### config.mk
export PLATFORM = sky130hd
export DESIGN_NAME = short_frame_packetizer
export DESIGN_NICKNAME = d
export VERILOG_FILES = /design/src/design/sfp_pkg.sv /design/src/design/sfp_front.sv /design/src/design/sfp_queue.sv /design/src/design/sfp_back.sv /design/src/design/short_frame_packetizer.sv
export SDC_FILE = /design/constraint.sdc
export NUM_CORES = 1
export LEC_CHECK = 0
export BUFFER_PORTS_ARGS = -buffer_cell sky130_fd_sc_hd__buf_2
export CAP_MARGIN = 20
export CORE_MARGIN = 1.5
export CORE_UTILIZATION = 43
export CTS_CLUSTER_DIAMETER = 40
export DETAILED_ROUTE_END_ITERATION = 16
export GPL_TIMING_DRIVEN = 0
export PLACE_DENSITY_LB_ADDON = 0.1
export SLEW_MARGIN = 20
export SYNTH_ARGS = -nofsm -noshare
export SYNTH_HDL_FRONTEND = slang
export SYNTH_SLANG_ARGS = --single-unit
export TNS_END_PERCENT = 20
### constraint.sdc
create_clock -name i_clk -period 6.2 [get_ports i_clk]
set_clock_uncertainty 0.2 [all_clocks]
set_input_delay 0.31 -clock i_clk [delete_from_list [all_inputs] [get_ports i_clk]]
set_output_delay 0.31 -clock i_clk [all_outputs]
set_load 0.01 [all_outputs]
### src/design/sfp_pkg.sv
// Shared constants for the short frame packetizer.
package sfp_pkg;

    localparam int DEFAULT_MAX_PAYLOAD = 6;

    localparam logic [7:0] FRAME_START = 8'h02;
    localparam logic [7:0] FRAME_KIND  = 8'h05;

    localparam int QUEUE_DEPTH = 2;

endpackage

### src/design/sfp_front.sv
// Front end: collects message bytes into a chunk and hands finished chunks to the queue.
module sfp_front
    import sfp_pkg::*;
#(
    parameter int MAX_PAYLOAD = DEFAULT_MAX_PAYLOAD,
    parameter int IW = (MAX_PAYLOAD > 1) ? $clog2(MAX_PAYLOAD) : 1,
    parameter int LW = $clog2(MAX_PAYLOAD + 1)
) (
    input  logic                     i_clk,
    input  logic                     i_rst_n,
    input  logic                     i_accept,
    input  logic [7:0]               i_byte,
    input  logic                     i_last,
    output logic                     o_push,
    output logic [MAX_PAYLOAD*8-1:0] o_payload,
    output logic [LW-1:0]            o_len
);

    logic [7:0]    r_buf [MAX_PAYLOAD];
    logic [IW-1:0] r_fill;
    logic [IW-1:0] n_fill;
    logic          chunk_done;

    assign chunk_done = i_last || (r_fill == IW'(MAX_PAYLOAD - 1));
    assign o_push     = i_accept && chunk_done;
    assign o_len      = LW'(r_fill) + LW'(1);

    // Slots below the fill count come from the buffer, the new byte takes its
    // own slot, and every slot above it is sent as zero.
    always_comb begin
        for (int i = 0; i < MAX_PAYLOAD; i++) begin
            if (IW'(i) < r_fill) begin
                o_payload[i*8 +: 8] = r_buf[i];
            end else if (IW'(i) == r_fill) begin
                o_payload[i*8 +: 8] = i_byte;
            end else begin
                o_payload[i*8 +: 8] = 8'h00;
            end
        end
    end

    always_comb begin
        n_fill = r_fill;
        if (i_accept) begin
            n_fill = chunk_done ? '0 : r_fill + IW'(1);
        end
    end

    always_ff @(posedge i_clk) begin
        if (!i_rst_n) begin
            r_fill <= '0;
        end else begin
            r_fill <= n_fill;
        end
    end

    always_ff @(posedge i_clk) begin
        if (i_accept) begin
            r_buf[r_fill] <= i_byte;
        end
    end

endmodule

### src/design/sfp_queue.sv
// Two-entry chunk queue between the front end and the frame writer.
module sfp_queue
    import sfp_pkg::*;
#(
    parameter int MAX_PAYLOAD = DEFAULT_MAX_PAYLOAD,
    parameter int LW = $clog2(MAX_PAYLOAD + 1)
) (
    input  logic                     i_clk,
    input  logic                     i_rst_n,
    input  logic                     i_push,
    input  logic [MAX_PAYLOAD*8-1:0] i_payload,
    input  logic [LW-1:0]            i_len,
    output logic                     o_full,
    input  logic                     i_pop,
    output logic                     o_valid,
    output logic [MAX_PAYLOAD*8-1:0] o_payload,
    output logic [LW-1:0]            o_len
);

    localparam int PW = $clog2(QUEUE_DEPTH);
    localparam int CW = $clog2(QUEUE_DEPTH + 1);

    logic [MAX_PAYLOAD*8-1:0] r_ent_pay [QUEUE_DEPTH];
    logic [LW-1:0]            r_ent_len [QUEUE_DEPTH];
    logic [PW-1:0]            r_wr_ptr;
    logic [PW-1:0]            r_rd_ptr;
    logic [CW-1:0]            r_count;

    assign o_full    = (r_count == CW'(QUEUE_DEPTH));
    assign o_valid   = (r_count != '0);
    assign o_payload = r_ent_pay[r_rd_ptr];
    assign o_len     = r_ent_len[r_rd_ptr];

    always_ff @(posedge i_clk) begin
        if (!i_rst_n) begin
            r_wr_ptr <= '0;
            r_rd_ptr <= '0;
            r_count  <= '0;
        end else begin
            if (i_push) begin
                r_wr_ptr <= r_wr_ptr + PW'(1);
            end
            if (i_pop) begin
                r_rd_ptr <= r_rd_ptr + PW'(1);
            end
            if (i_push && !i_pop) begin
                r_count <= r_count + CW'(1);
            end else if (i_pop && !i_push) begin
                r_count <= r_count - CW'(1);
            end
        end
    end

    always_ff @(posedge i_clk) begin
        if (i_push) begin
            r_ent_pay[r_wr_ptr] <= i_payload;
            r_ent_len[r_wr_ptr] <= i_len;
        end
    end

endmodule

### src/design/sfp_back.sv
// Frame writer: turns one queued chunk into a frame, one byte per output request.
module sfp_back
    import sfp_pkg::*;
#(
    parameter int MAX_PAYLOAD = DEFAULT_MAX_PAYLOAD,
    parameter int IW = (MAX_PAYLOAD > 1) ? $clog2(MAX_PAYLOAD) : 1,
    parameter int LW = $clog2(MAX_PAYLOAD + 1)
) (
    input  logic                     i_clk,
    input  logic                     i_rst_n,
    input  logic                     i_q_valid,
    input  logic [MAX_PAYLOAD*8-1:0] i_q_payload,
    input  logic [LW-1:0]            i_q_len,
    output logic                     o_q_pop,
    output logic                     o_valid,
    output logic [7:0]               o_byte,
    output logic                     o_last,
    input  logic                     i_ready
);

    localparam logic [2:0] ST_IDLE  = 3'd0;
    localparam logic [2:0] ST_KIND  = 3'd1;
    localparam logic [2:0] ST_LEN   = 3'd2;
    localparam logic [2:0] ST_SLOT  = 3'd3;
    localparam logic [2:0] ST_CHECK = 3'd4;

    logic [2:0]               r_state;
    logic [2:0]               n_state;
    logic [IW-1:0]            r_slot;
    logic [IW-1:0]            n_slot;
    logic [MAX_PAYLOAD*8-1:0] r_pay;
    logic [MAX_PAYLOAD*8-1:0] n_pay;
    logic [7:0]               r_len;
    logic [7:0]               n_len;
    logic [7:0]               r_check;
    logic [7:0]               n_check;
    logic                     r_out_valid;
    logic                     n_out_valid;
    logic [7:0]               r_out_byte;
    logic [7:0]               n_out_byte;
    logic                     r_out_last;
    logic                     n_out_last;
    logic                     advance;

    assign advance = !r_out_valid || i_ready;
    assign o_valid = r_out_valid;
    assign o_byte  = r_out_byte;
    assign o_last  = r_out_last;
    assign o_q_pop = advance && (r_state == ST_IDLE) && i_q_valid;

    always_comb begin
        n_state     = r_state;
        n_slot      = r_slot;
        n_pay       = r_pay;
        n_len       = r_len;
        n_check     = r_check;
        n_out_valid = r_out_valid && !i_ready;
        n_out_byte  = r_out_byte;
        n_out_last  = r_out_last;
        if (advance) begin
            unique case (r_state)
                ST_IDLE: begin
                    if (i_q_valid) begin
                        n_pay       = i_q_payload;
                        n_len       = 8'(i_q_len);
                        n_check     = FRAME_KIND ^ 8'(i_q_len);
                        n_out_valid = 1'b1;
                        n_out_byte  = FRAME_START;
                        n_out_last  = 1'b0;
                        n_state     = ST_KIND;
                    end
                end
                ST_KIND: begin
                    n_out_valid = 1'b1;
                    n_out_byte  = FRAME_KIND;
                    n_out_last  = 1'b0;
                    n_state     = ST_LEN;
                end
                ST_LEN: begin
                    n_out_valid = 1'b1;
                    n_out_byte  = r_len;
                    n_out_last  = 1'b0;
                    n_slot      = '0;
                    n_state     = ST_SLOT;
                end
                ST_SLOT: begin
                    n_out_valid = 1'b1;
                    n_out_byte  = r_pay[7:0];
                    n_out_last  = 1'b0;
                    n_check     = r_check ^ r_pay[7:0];
                    n_pay       = r_pay >> 8;
                    n_slot      = r_slot + IW'(1);
                    if (r_slot == IW'(MAX_PAYLOAD - 1)) begin
                        n_state = ST_CHECK;
                    end
                end
                ST_CHECK: begin
                    n_out_valid = 1'b1;
                    n_out_byte  = r_check;
                    n_out_last  = 1'b1;
                    n_state     = ST_IDLE;
                end
                default: begin
                    n_state = ST_IDLE;
                end
            endcase
        end
    end

    always_ff @(posedge i_clk) begin
        if (!i_rst_n) begin
            r_state     <= ST_IDLE;
            r_out_valid <= 1'b0;
        end else begin
            r_state     <= n_state;
            r_out_valid <= n_out_valid;
        end
    end

    always_ff @(posedge i_clk) begin
        r_slot     <= n_slot;
        r_pay      <= n_pay;
        r_len      <= n_len;
        r_check    <= n_check;
        r_out_byte <= n_out_byte;
        r_out_last <= n_out_last;
    end

endmodule

### src/design/short_frame_packetizer.sv
// A completing byte pushes its chunk into the queue, and the writer's output register
// then takes the frame's start byte. Throughput: one input byte per cycle while the
// two-entry chunk queue has room; the writer sends MAX_PAYLOAD + 4 bytes per chunk,
// one per cycle while the output is ready, which limits sustained full-chunk input.
// Reset (synchronous, active low) empties the chunk, the queue and the output register.
module short_frame_packetizer
    import sfp_pkg::*;
#(
    parameter int MAX_PAYLOAD = DEFAULT_MAX_PAYLOAD
) (
    input  logic       i_clk,
    input  logic       i_rst_n,
    input  logic       i_s_axis_tvalid,
    output logic       o_s_axis_tready,
    input  logic [7:0] i_s_axis_tdata,   // [7:0] data_byte
    input  logic       i_s_axis_tlast,
    output logic       o_m_axis_tvalid,
    input  logic       i_m_axis_tready,
    output logic [7:0] o_m_axis_tdata,   // [7:0] frame_byte
    output logic       o_m_axis_tlast
);

    localparam int IW = (MAX_PAYLOAD > 1) ? $clog2(MAX_PAYLOAD) : 1;
    localparam int LW = $clog2(MAX_PAYLOAD + 1);

    logic                     in_accept;
    logic                     q_push;
    logic [MAX_PAYLOAD*8-1:0] q_in_payload;
    logic [LW-1:0]            q_in_len;
    logic                     q_full;
    logic                     q_pop;
    logic                     q_valid;
    logic [MAX_PAYLOAD*8-1:0] q_out_payload;
    logic [LW-1:0]            q_out_len;

    assign o_s_axis_tready = !q_full;
    assign in_accept       = i_s_axis_tvalid && !q_full;

    sfp_front #(
        .MAX_PAYLOAD(MAX_PAYLOAD),
        .IW         (IW),
        .LW         (LW)
    ) u_front (
        .i_clk    (i_clk),
        .i_rst_n  (i_rst_n),
        .i_accept (in_accept),
        .i_byte   (i_s_axis_tdata),
        .i_last   (i_s_axis_tlast),
        .o_push   (q_push),
        .o_payload(q_in_payload),
        .o_len    (q_in_len)
    );

    sfp_queue #(
        .MAX_PAYLOAD(MAX_PAYLOAD),
        .LW         (LW)
    ) u_queue (
        .i_clk    (i_clk),
        .i_rst_n  (i_rst_n),
        .i_push   (q_push),
        .i_payload(q_in_payload),
        .i_len    (q_in_len),
        .o_full   (q_full),
        .i_pop    (q_pop),
        .o_valid  (q_valid),
        .o_payload(q_out_payload),
        .o_len    (q_out_len)
    );

    sfp_back #(
        .MAX_PAYLOAD(MAX_PAYLOAD),
        .IW         (IW),
        .LW         (LW)
    ) u_back (
        .i_clk      (i_clk),
        .i_rst_n    (i_rst_n),
        .i_q_valid  (q_valid),
        .i_q_payload(q_out_payload),
        .i_q_len    (q_out_len),
        .o_q_pop    (q_pop),
        .o_valid    (o_m_axis_tvalid),
        .o_byte     (o_m_axis_tdata),
        .o_last     (o_m_axis_tlast),
        .i_ready    (i_m_axis_tready)
    );

    a_no_overflow: assert property (@(posedge i_clk) disable iff (!i_rst_n)
        q_push |-> !q_full)
        else $error("chunk pushed into a full queue");

    a_no_underflow: assert property (@(posedge i_clk) disable iff (!i_rst_n)
        q_pop |-> q_valid)
        else $error("chunk popped from an empty queue");

    a_len_range: assert property (@(posedge i_clk) disable iff (!i_rst_n)
        q_push |-> (q_in_len != '0) && (q_in_len <= LW'(MAX_PAYLOAD)))
        else $error("chunk length out of range");

endmodule

Word level (Yosys, flattened, before mapping)

Memory sizes are Yosys's and may differ from the RTL's. A register that Yosys moved wholly into a read port is not among the register bits.
Cells that the tools add are included.

Register bits after elaboration: 82
Memory bits (writable): 150
Bits of input ports: 13
Output and inout port bits: 11
Logic and storage cells: 111
Memories kept: 3

Memories:

| memory            | words | width | read ports | clocked after Yosys merged registers in | write ports | line            | source |
|---|---|---|---|---|---|---|---|
| u_queue.r_ent_pay | 2     | 48    | 1          | 1                                       | 1           | sfp_queue.sv:23 | `logic [MAX_PAYLOAD*8-1:0] r_ent_pay [QUEUE_DEPTH];` |
| u_front.r_buf     | 6     | 8     | 6          | 0                                       | 1           | sfp_front.sv:19 | `logic [7:0] r_buf [MAX_PAYLOAD];` |
| u_queue.r_ent_len | 2     | 3     | 1          | 1                                       | 1           | sfp_queue.sv:24 | `logic [LW-1:0] r_ent_len [QUEUE_DEPTH];` |

Muxes and demuxes: 38
Bitwise gates (word level): 2
Reduce and logical (&&, ||, !) cells: 30
$lt $le $gt $ge: 6
Eq/ne operators: 14
$add $sub $neg: 6

Operators by type and width:

| cell                | number |
|---|---|
| $mux 8              | 14 |
| $pmux 48 s2         | 1 |
| $mux 48             | 1 |
| $pmux 8 s5          | 1 |
| $pmux 8 s2          | 1 |
| $reduce_and 3->1    | 5 |
| $pmux 3 s4          | 1 |
| $mux 1              | 11 |
| $eq 3x3->1 const B  | 3 |
| $mux 3              | 3 |
| $reduce_bool 2->1   | 4 |
| $xor 8x8->8         | 1 |
| $logic_and 1x1->1   | 7 |
| $add 3x1->3 const B | 2 |
| $eq 2x3->1 const A  | 2 |
| $eq 3x2->1 const B  | 2 |
| $eq 3x3->1 const A  | 2 |
| $logic_not 3->1     | 2 |
| $lt 1x3->1 const A  | 2 |
| $lt 2x3->1 const A  | 2 |
| $lt 3x3->1 const A  | 2 |
| $pmux 3 s2          | 1 |
| $logic_not 1->1     | 5 |
| $reduce_bool 5->1   | 1 |
| 16 further kinds    | 20 |

Depth between registers and ports, before layout

Gate-level depths: netlist of run 1.

Depth in word-level cells: 8
Mapped depth: 8
Depth with buffers taken out: 7

Modules after synthesis

From an unflattened synthesis of run 1, not the netlist that was laid out.

Cells, all modules: 621
Area, all modules: 9,656.8 um2

By module, submodules not included:

| module                 | cells an instance | seq. area each (um2) | instances | area an instance (um2) |
|---|---|---|---|---|
| sfp_queue              | 181               | 3,163.0              | 1         | 3,896.2 |
| sfp_back               | 208               | 2,212.1              | 1         | 3,261.9 |
| sfp_front              | 230               | 1,501.4              | 1         | 2,488.6 |
| short_frame_packetizer | 2                 | 0.0                  | 1         | 10.0 |

Least setup slack after synthesis of run 1

Ideal clock, no wire load.

Path kind: register to register
Start point: reg u_back.r_state[0]
End point: reg u_back.r_check[0], enable pin
Path slack: 0.921 ns
Period minus slack after synthesis: 5.279 ns
Setup time: 0.538 ns
Required time: 5.462 ns
Stages on the path, launching flop included: 4
Data arrival time: 4.540 ns
Buffers on the path: 0
Path through: dfxtp_1 or2_4 o21a_1 nor3_1

Word-level cells in the longest chain between the ends: 3
Elaborated cells on any way between the ends: 5
Classes of those cells: 2 x eq/ne; 3 x reduce/logical

Ends and longest elaborated chain:

| what                                                             | line            | source |
|---|---|---|
| start, declared                                                  | sfp_back.sv:27  | `logic [2:0] r_state;` |
| start signal, assigned                                           | sfp_back.sv:115 | `r_state <= n_state;` |
| $eq 3x2->1 or $logic_not 3->1 (tied branches)                    | sfp_back.sv:61  | `unique case (r_state)` |
| $reduce_bool 2->1 (no source line) or $ne 2x1->1 (tied branches) | n/a             |  |
| $reduce_and 3->1 (no source line) *                              | n/a             |  |
| end signal, assigned                                             | sfp_back.sv:124 | `r_check <= n_check;` |
| end, declared                                                    | sfp_back.sv:35  | `logic [7:0] r_check;` |

Mark *: on every way between the ends. The rest lies on a longest branch, timed or not.
A chain may end at the register's enable or synchronous reset.

Worst setup path in the final report of run 1

Start point: reg u_front.r_fill[0]
End point: mem u_queue.r_ent_pay[0][27] (netlist name), enable pin

Word-level cells in the longest chain between the ends: 5

Ends and longest elaborated chain:

| what                         | line            | source |
|---|---|---|
| start, declared              | sfp_front.sv:20 | `logic [IW-1:0] r_fill;` |
| start signal, assigned       | sfp_front.sv:53 | `r_fill <= n_fill;` |
| $eq 3x3->1                   | sfp_front.sv:24 | `assign chunk_done = i_last \|\| (r_fill == IW'(MAX_PAYLOAD - 1));` |
| $logic_or 1x1->1             | sfp_front.sv:24 |  |
| $logic_and 1x1->1            | sfp_front.sv:25 | `assign o_push = i_accept && chunk_done;` |
| $mux 1                       | sfp_queue.sv:55 | `if (i_push) begin` |
| $mux 1 (not written as such) | sfp_queue.sv:56 | `r_ent_pay[r_wr_ptr] <= i_payload;` |
| end, declared                | sfp_queue.sv:23 |  |

Every way passes these cells.

==> impl_metrics.py, run 1 <==
metrics = {
    "place": {
        "hpwlAfterDp_um": 13880,
        "port_buffers": 23,
        "gp_congestion": 0.7772,
    },
    "synthesis": {
        "synth_cell_types": 48,
        "yosysTopAreaCellShare_pct": 70.52,
        "syn_area_mm2": 0.009410,
        "synth_edf_count": 221,
        "synth_top_area_cell": "edfxtp_1",
        "ys_ff_latch": 233,
        "ys_warn_count": 0,
        "synthCells": 662,
        "ys_async_sr_fraction_pct": 0,
        "synth_ff_type": "edfxtp_1",
        "synth_most_common_cell": "edfxtp_1",
        "ys_top_cells_by_count": "edfxtp_1, nor2_1, nand2_1",
        "ys_seq_area_share_pct": 73.08,
        "netlist_top_cells_area": "edfxtp_1, mux2i_1, nor2_1",
        "syn_avg_cell_area_um2": 14.21,
        "synth.net_count": 681,
    },
    "power_and_ir_drop": {
        "switching_share_pct": 27.52,
        "p_switching_mw": 1.344,
        "leakagePower_nw": 3.835,
        "internal_power_mw": 3.541,
        "vdd_drop_max_uv": 265.8,
        "p_clk_share_pct": 34.5,
        "share_comb_of_total_power_pct": 18.7,
        "power.density_mw_per_mm2": 438.0,
        "pwr-share-seq_pct": 46.7,
    },
    "detailed_routing": {
        "drt_iter0_markers": 354,
        "routed_wl_um": 20450,
        "postRouteAntennaNets": 0,
        "viasPerCell": 5.232,
        "dr.pass1.iters": 5,
        "drc_errors": 0,
        "vias": 5467,
        "wire_per_inst_um": 19.57,
    },
    "setup_path": {
        "critical_path_arrival_ps": 2850,
        "crit_buf_inv": 5,
        "cp.required_ps": 6250,
        "regToRegStartpoint": "u_front.r_fill[0]",
        "crit_family": "buffers and inverters",
        "path_depth": 7,
        "reg2reg_setup_slack_ps": 3410,
        "endpoint_kind": "flip-flop",
        "crit_path_start_kind": "flip-flop",
        "slowest_stage": "nor3_2",
        "cp_max_fo": 9,
        "crit_chain": "clkbuf_1 -> a21oi_1 -> nor3_2 -> buf_4 -> buf_6 -> buf_4 -> buf_6",
        "critical_path_class": "flip-flop to flip-flop",
        "ff2ff_path_depth": 7,
        "worstReg2RegEnd": "u_queue.r_ent_pay[0][27]",
        "slowest_delay_ps": 630,
    },
    "clock_network": {
        "ctsResizeCount": 0,
        "cts-root-buf": "clkbuf_16",
        "clk_pin_slew_ps": 60,
        "cts_hold_buf": 12,
        "cts_setup_buffers": 0,
        "cts_buffer_depth": 3,
        "clkSinkCount": 233,
        "cts_tree": "built",
        "insertion_delay_ps": 540,
        "htreeDepth": 1,
        "numCtsBuffers": 31,
    },
    "grt": {
        "antenna_found_initial": 0,
        "grt_pass1_wl_um": 31540,
        "grt_overflow": 0,
        "gr-max-usage-layer": "met2",
        "grt_max_degree": 38,
        "grtUsageTotal_pct": 18.62,
        "met2_usage_pct": 31.62,
        "use_met3_pct": 3.042,
        "grt_pass1_vias": 5572,
        "met1_usage_pct": 25.13,
    },
    "sta": {
        "fin_crit_ps": 2794,
        "fmax_mhz": 357.9,
        "worst_hold_slack_ps": 36.92,
        "max_slew_margin_pct": 47.23,
        "final_hold_viol_count": 0,
        "setup_viol": 0,
        "rsz0062_at_grt": "no",
        "maxSlewViolCount": 0,
        "fin_tns_setup_ps": 0,
        "worst_pin_slew_ps": 787.3,
        "period_share_pct": 45.07,
    },
    "min_path": {
        "hp-class": "primary input to flip-flop",
        "min-delay-start": "i_m_axis_tready",
        "min_path_cells": 4,
        "holdPathEnd": "u_back.r_state[0]",
    },
    "floorplanning": {
        "core_area_mm2": 0.02122,
        "ioPinCount": 24,
        "initial_core_util_pct": 44.35,
        "rows": 53,
        "dieArea_mm2": 0.02278,
        "die_h_um": 150.9,
        "die_w_um": 150.9,
    },
    "final_layout": {
        "area_growth_pct": 18.52,
        "utilization_pct": 52.56,
        "drive_above_1_share_pct": 15.84,
        "diodes": 0,
        "nets": 764,
    },
    "run": {
        "maxCapViolCount": 0,
    },
    "outcome": {
        "outcome": "finished, final reports clean",
    },
}
tightest hold or removal path, cell delays in order:
cell,delay [ps]
buf_2,80
nand2b_1,190
a21oi_1,90
nor2_1,70
state kept, by name, summed over array words and instances (netlist names), 2 cells and up, named ones only:
signal / cells
u_back.o_byte: 8
u_back.r_check: 8
u_back.r_len: 3
u_back.r_pay: 48
u_back.r_slot: 3
u_back.r_state: 3
u_front.r_buf: 48
u_front.r_fill: 3
u_queue.r_count: 2
u_queue.r_ent_len: 6
u_queue.r_ent_pay: 96
cell families (layout without fill, tap and decap cells):
kind of cell,count (synthesis),count (layout),synth area share (%)
buffers and inverters,45,153,2.088
muxes,54,54,5.797
and+or+nand+nor,182,182,8.988
DFF,233,233,73.08
adders and majority gates,6,6,0.7977
AOI/OAI and AO/OA,129,129,8.044
xor gates and xnor gates,13,13,1.210
layer usage:
layer / routed length [um] / vias up
li1: - / 2620
met1: 9247 / 2697
met2: 9915 / 118
met3: 912 / 32
met4: 374 / 0
met5: 0 / -
layout make-up:
cell class	count	area [um2]
multi-input combinational	384	2361
tap	275	344.1
fill	1801	10070
buffer	39	173.9
sequential	233	6877
inverter	6	22.52
clock buffer	34	787.0
timing repair buffer	50	372.9
clock inverter	24	215.2
how the worst max path moves through the flow:
stage | slack (ps) | to | startpoint
final | 3410 | u_queue.r_ent_pay[0][27] | u_front.r_fill[0]
after global placement | -1520 | u_back.r_pay[22] | u_back.r_state[0]
after global routing | 3250 | u_queue.r_ent_pay[0][26] | u_front.r_fill[0]
after floorplan | 920 | u_back.r_check[0] | u_back.r_state[0]
after CTS | 3380 | u_queue.r_ent_pay[0][27] | u_front.r_fill[0]
after detailed placement | 3410 | u_queue.r_ent_pay[0][30] | u_front.r_fill[0]
power by group through the flow:
stage	sequential [mW]	clock, mW	combinational [mW]
final	2.28	1.69	0.915
after global routing	2.31	1.78	1.01
after CTS	2.28	1.71	0.930
after detailed placement	2.31	0	0.919
after global placement	2.34	0	0.817
after floorplan	2.32	0	0.570
per-stage QoR:
| step | total power, mW | area [um2] | setup WS, ps | instances |
|---|---|---|---|---|
| after floorplan | 2.891 | 9410 | 921.4 | 662 |
| after global placement | 3.155 | 9869 | -1519 | 960 |
| after detailed placement | 3.233 | 10030 | 3406 | 975 |
| after CTS | 4.927 | 11150 | 3384 | 1045 |
| after global routing | 5.101 | 11150 | 3249 | 1045 |
| final | 4.885 | 11150 | 3406 | 1045 |
placed cells by master (no fill, tap or decap), types with 3 or more instances in the layout:
master,instances
dfxtp_1,12
clkinv_4,3
a21boi_1,11
nand2_1,63
buf_4,11
ha_1,6
nor2b_1,4
nor3_2,4
edfxtp_1,221
dlygate4sd3_1,12
mux2i_1,50
a21boi_0,3
or3_1,3
clkinv_1,6
nand3_1,9
clkbuf_16,31
o21ai_1,8
clkbuf_1,22
buf_2,40
xor2_1,6
mux2_2,3
clkinv_2,6
and2_1,15
buf_6,4
xnor2_1,7
a22o_1,13
a21oi_1,50
inv_1,5
bufinv_16,3
clkinvlp_4,5
nor2_1,67
o21ai_0,35
No activity file was read; power rests on OpenSTA's default activity.
==> run 2, diff against run 1 <==
Settings changed: ABC_AREA set to 1.
Clock period 6.2 ns to 2.7 ns, I/O delays scaled along.
==> impl_metrics.py, run 2 <==
metrics = {
    "final_layout": {
        "final_area_mm2": 0.01135,
        "drive_above_1_share_pct": 14.99,
        "layout_commonest_cell": "edfxtp_1",
        "area_growth_pct": 20.11,
        "nets": 864,
        "diodes": 0,
        "largest_reg_flops": 96,
        "top_regs": "u_queue.r_ent_pay x96, u_back.r_pay x48, u_front.r_buf x48",
        "final_cell_mix": "edfxtp_1, nand2_1, o21ai_0",
        "top_register": "u_queue.r_ent_pay",
    },
    "synthesis": {
        "synthSimpleGateAreaFrac_pct": 10.42,
        "synth_most_common_cell": "edfxtp_1",
        "synth_ff_type": "edfxtp_1",
        "yosysTopAreaCellShare_pct": 70.25,
        "synth-compound-area-share_pct": 8.689,
        "syn_avg_cell_area_um2": 12.33,
        "synth_top_area_cell": "edfxtp_1",
        "synth_cell_types": 30,
        "netlist_top_cells_area": "edfxtp_1, o21ai_0, nand2_1",
        "ys_warn_count": 0,
        "synth-adder-area-share_pct": 0.7947,
        "ys_ff_latch": 233,
        "ys_top_cells_by_count": "edfxtp_1, nand2_1, o21ai_0",
        "synth.net_count": 785,
        "synth_top_family_by_area": "simple AND/OR/NAND/NOR gates",
        "syn_area_mm2": 0.009447,
        "ys_seq_area_share_pct": 72.79,
        "synth-xor-area-share_pct": 0.9272,
        "ys_async_sr_fraction_pct": 0,
        "muxShareOfSynthArea_pct": 1.311,
        "synth_edf_count": 221,
        "synthCells": 766,
    },
    "detailed_routing": {
        "wire_per_inst_um": 17.59,
        "drc_errors": 0,
        "drt_iter0_markers": 333,
        "vias": 5712,
        "dr.pass1.iters": 5,
        "viasPerCell": 4.980,
        "postRouteAntennaNets": 0,
        "routed_wl_um": 20180,
    },
    "floorplanning": {
        "die_h_um": 151.2,
        "core_area_mm2": 0.02169,
        "initial_core_util_pct": 43.56,
        "dieArea_mm2": 0.02287,
        "die_w_um": 151.2,
        "rows": 54,
        "ioPinCount": 24,
    },
    "clock_network": {
        "htreeDepth": 1,
        "clk_pin_slew_ps": 50,
        "numCtsBuffers": 31,
        "cts_buffer_depth": 3,
        "cts-root-buf": "clkbuf_16",
        "insertion_delay_ps": 550,
        "clkSinkCount": 233,
        "cts_tree": "built",
    },
    "grt": {
        "grtUsageTotal_pct": 18.25,
        "grt_pass1_wl_um": 30880,
        "grt_overflow": 0,
        "gr-max-usage-layer": "met2",
        "met2_usage_pct": 29.70,
        "grt_pass1_vias": 5542,
        "met1_usage_pct": 25.64,
        "use_met3_pct": 2.590,
        "antenna_found_initial": 0,
        "grt_max_degree": 25,
    },
    "place": {
        "hpwlAfterDp_um": 14390,
        "gp_congestion": 0.8180,
        "port_buffers": 22,
        "placed_area_mm2": 0.01010,
    },
    "sta": {
        "rsz0062_at_grt": "no",
        "worst_pin_slew_ps": 815.2,
        "period_share_pct": 94.37,
        "final_hold_viol_count": 0,
        "fin_crit_ps": 2548,
        "fin_tns_setup_ps": 0,
        "worst_hold_slack_ps": 281.9,
        "setup_viol": 0,
        "maxSlewViolCount": 0,
        "fmax_mhz": 392.5,
        "max_slew_margin_pct": 45.20,
    },
    "power_and_ir_drop": {
        "power.density_mw_per_mm2": 1093,
        "leakagePower_nw": 4.147,
        "vdd_drop_max_uv": 483.0,
    },
    "setup_path": {
        "reg2reg_setup_slack_ps": 150,
        "crit_path_start_kind": "flip-flop",
        "cp_max_fo": 20,
        "ff2ff_path_depth": 6,
        "critical_path_class": "flip-flop to flip-flop",
        "endpoint_kind": "flip-flop",
        "cp.required_ps": 2740,
        "critical_path_arrival_ps": 2590,
    },
    "min_path": {
        "min_path_cells": 2,
        "hp-class": "primary input to flip-flop",
    },
    "run": {
        "maxCapViolCount": 0,
    },
    "outcome": {
        "outcome": "finished, final reports clean",
    },
}
[run 2: cell count changes in the layout (fill, tap and decap cells not counted), moves of 8 or more]
cell	previous run	this run
a22o_1	13	5
o21ai_0	35	134
nand3_1	9	30
nor2_1	67	33
a21boi_1	11	0
and2_1	15	0
mux2_2	3	11
mux2i_1	50	0
clkbuf_1	22	10
nand2_1	63	154
inv_1	5	76
a21oi_1	50	7
[run 2: through the flow]
step	total power, mW	worst slack (ps)	util (%)	std cells
after CTS	12.51	69.82	52.24	1145
after global placement	8.049	-1082	45.74	1068
after detailed placement	8.306	90.02	46.58	1074
final	12.41	152.1	52.31	1147
after floorplan	7.227	-127.3	-	766
after global routing	13.02	10.69	52.31	1147
[run 2: worst paths after layout]
kind / startpoint / end
setup / recovery: u_front.r_fill[0] / u_queue.r_ent_pay[0][27]
hold / removal: i_s_axis_tdata[7] / u_front.r_buf[2][7]
setup reg to reg: u_front.r_fill[0] / u_queue.r_ent_pay[0][27]
hold reg to reg: u_queue.r_count[1] / u_queue.r_count[1]
[run 2: power by group]
| group | total, mW | internal, mW | switching, mW | leakage, nW |
|---|---|---|---|---|
| registers | 5.54 | 5.22 | 0.315 | 2.17 |
| clock network | 4.14 | 2.66 | 1.48 | 0.508 |
| logic | 2.73 | 0.919 | 1.81 | 1.47 |
| total | 12.4 | 8.80 | 3.61 | 4.15 |
[run 2: kinds of logic (layout without fill, tap and decap cells)]
kind of cell	count (synthesis)	in the layout
AO/OA/AOI/OAI	158	158
XOR/XNOR	10	10
adder cells (fa/ha/maj)	6	6
buffers and inverters	112	213
flip-flops	233	233
multiplexers	11	11
AND/OR/NAND/NOR	236	236
[run 2: timing repair]
| item | CTS | global route |
|---|---|---|
| gates resized for setup | 0 | 2 |
| hold buffers | 16 | 0 |
| endpoints found under the setup margin | 0 | 34 |
| buffers inserted | 0 | 2 |
| endpoints found under the hold margin | 87 | 0 |
[run 2: layer usage]
metal | vias to the layer above | share of wire, %
met3 | 37 | 3.9
li1 | 2834 | -
met1 | 2725 | 48
met2 | 116 | 46
met4 | 0 | 2.0
met5 | - | 0
[run 2: cell type report]
cell class | count | area (um2)
buffer | 33 | 181.4
inverter | 79 | 296.5
tap | 280 | 350.3
sequential | 233 | 6878
fill | 1846 | 10340
clock buffer | 32 | 779.5
timing repair buffer | 46 | 450.4
clock inverter | 23 | 287.8
multi-input combinational | 421 | 2122
[run 2: critical path: stages, from the launching register on]
cell and delay (ps):
dfxtp_1 540, nand3_4 200, a21oi_4 240, inv_1 140
nor2_4 480, buf_16 240, buf_16 170
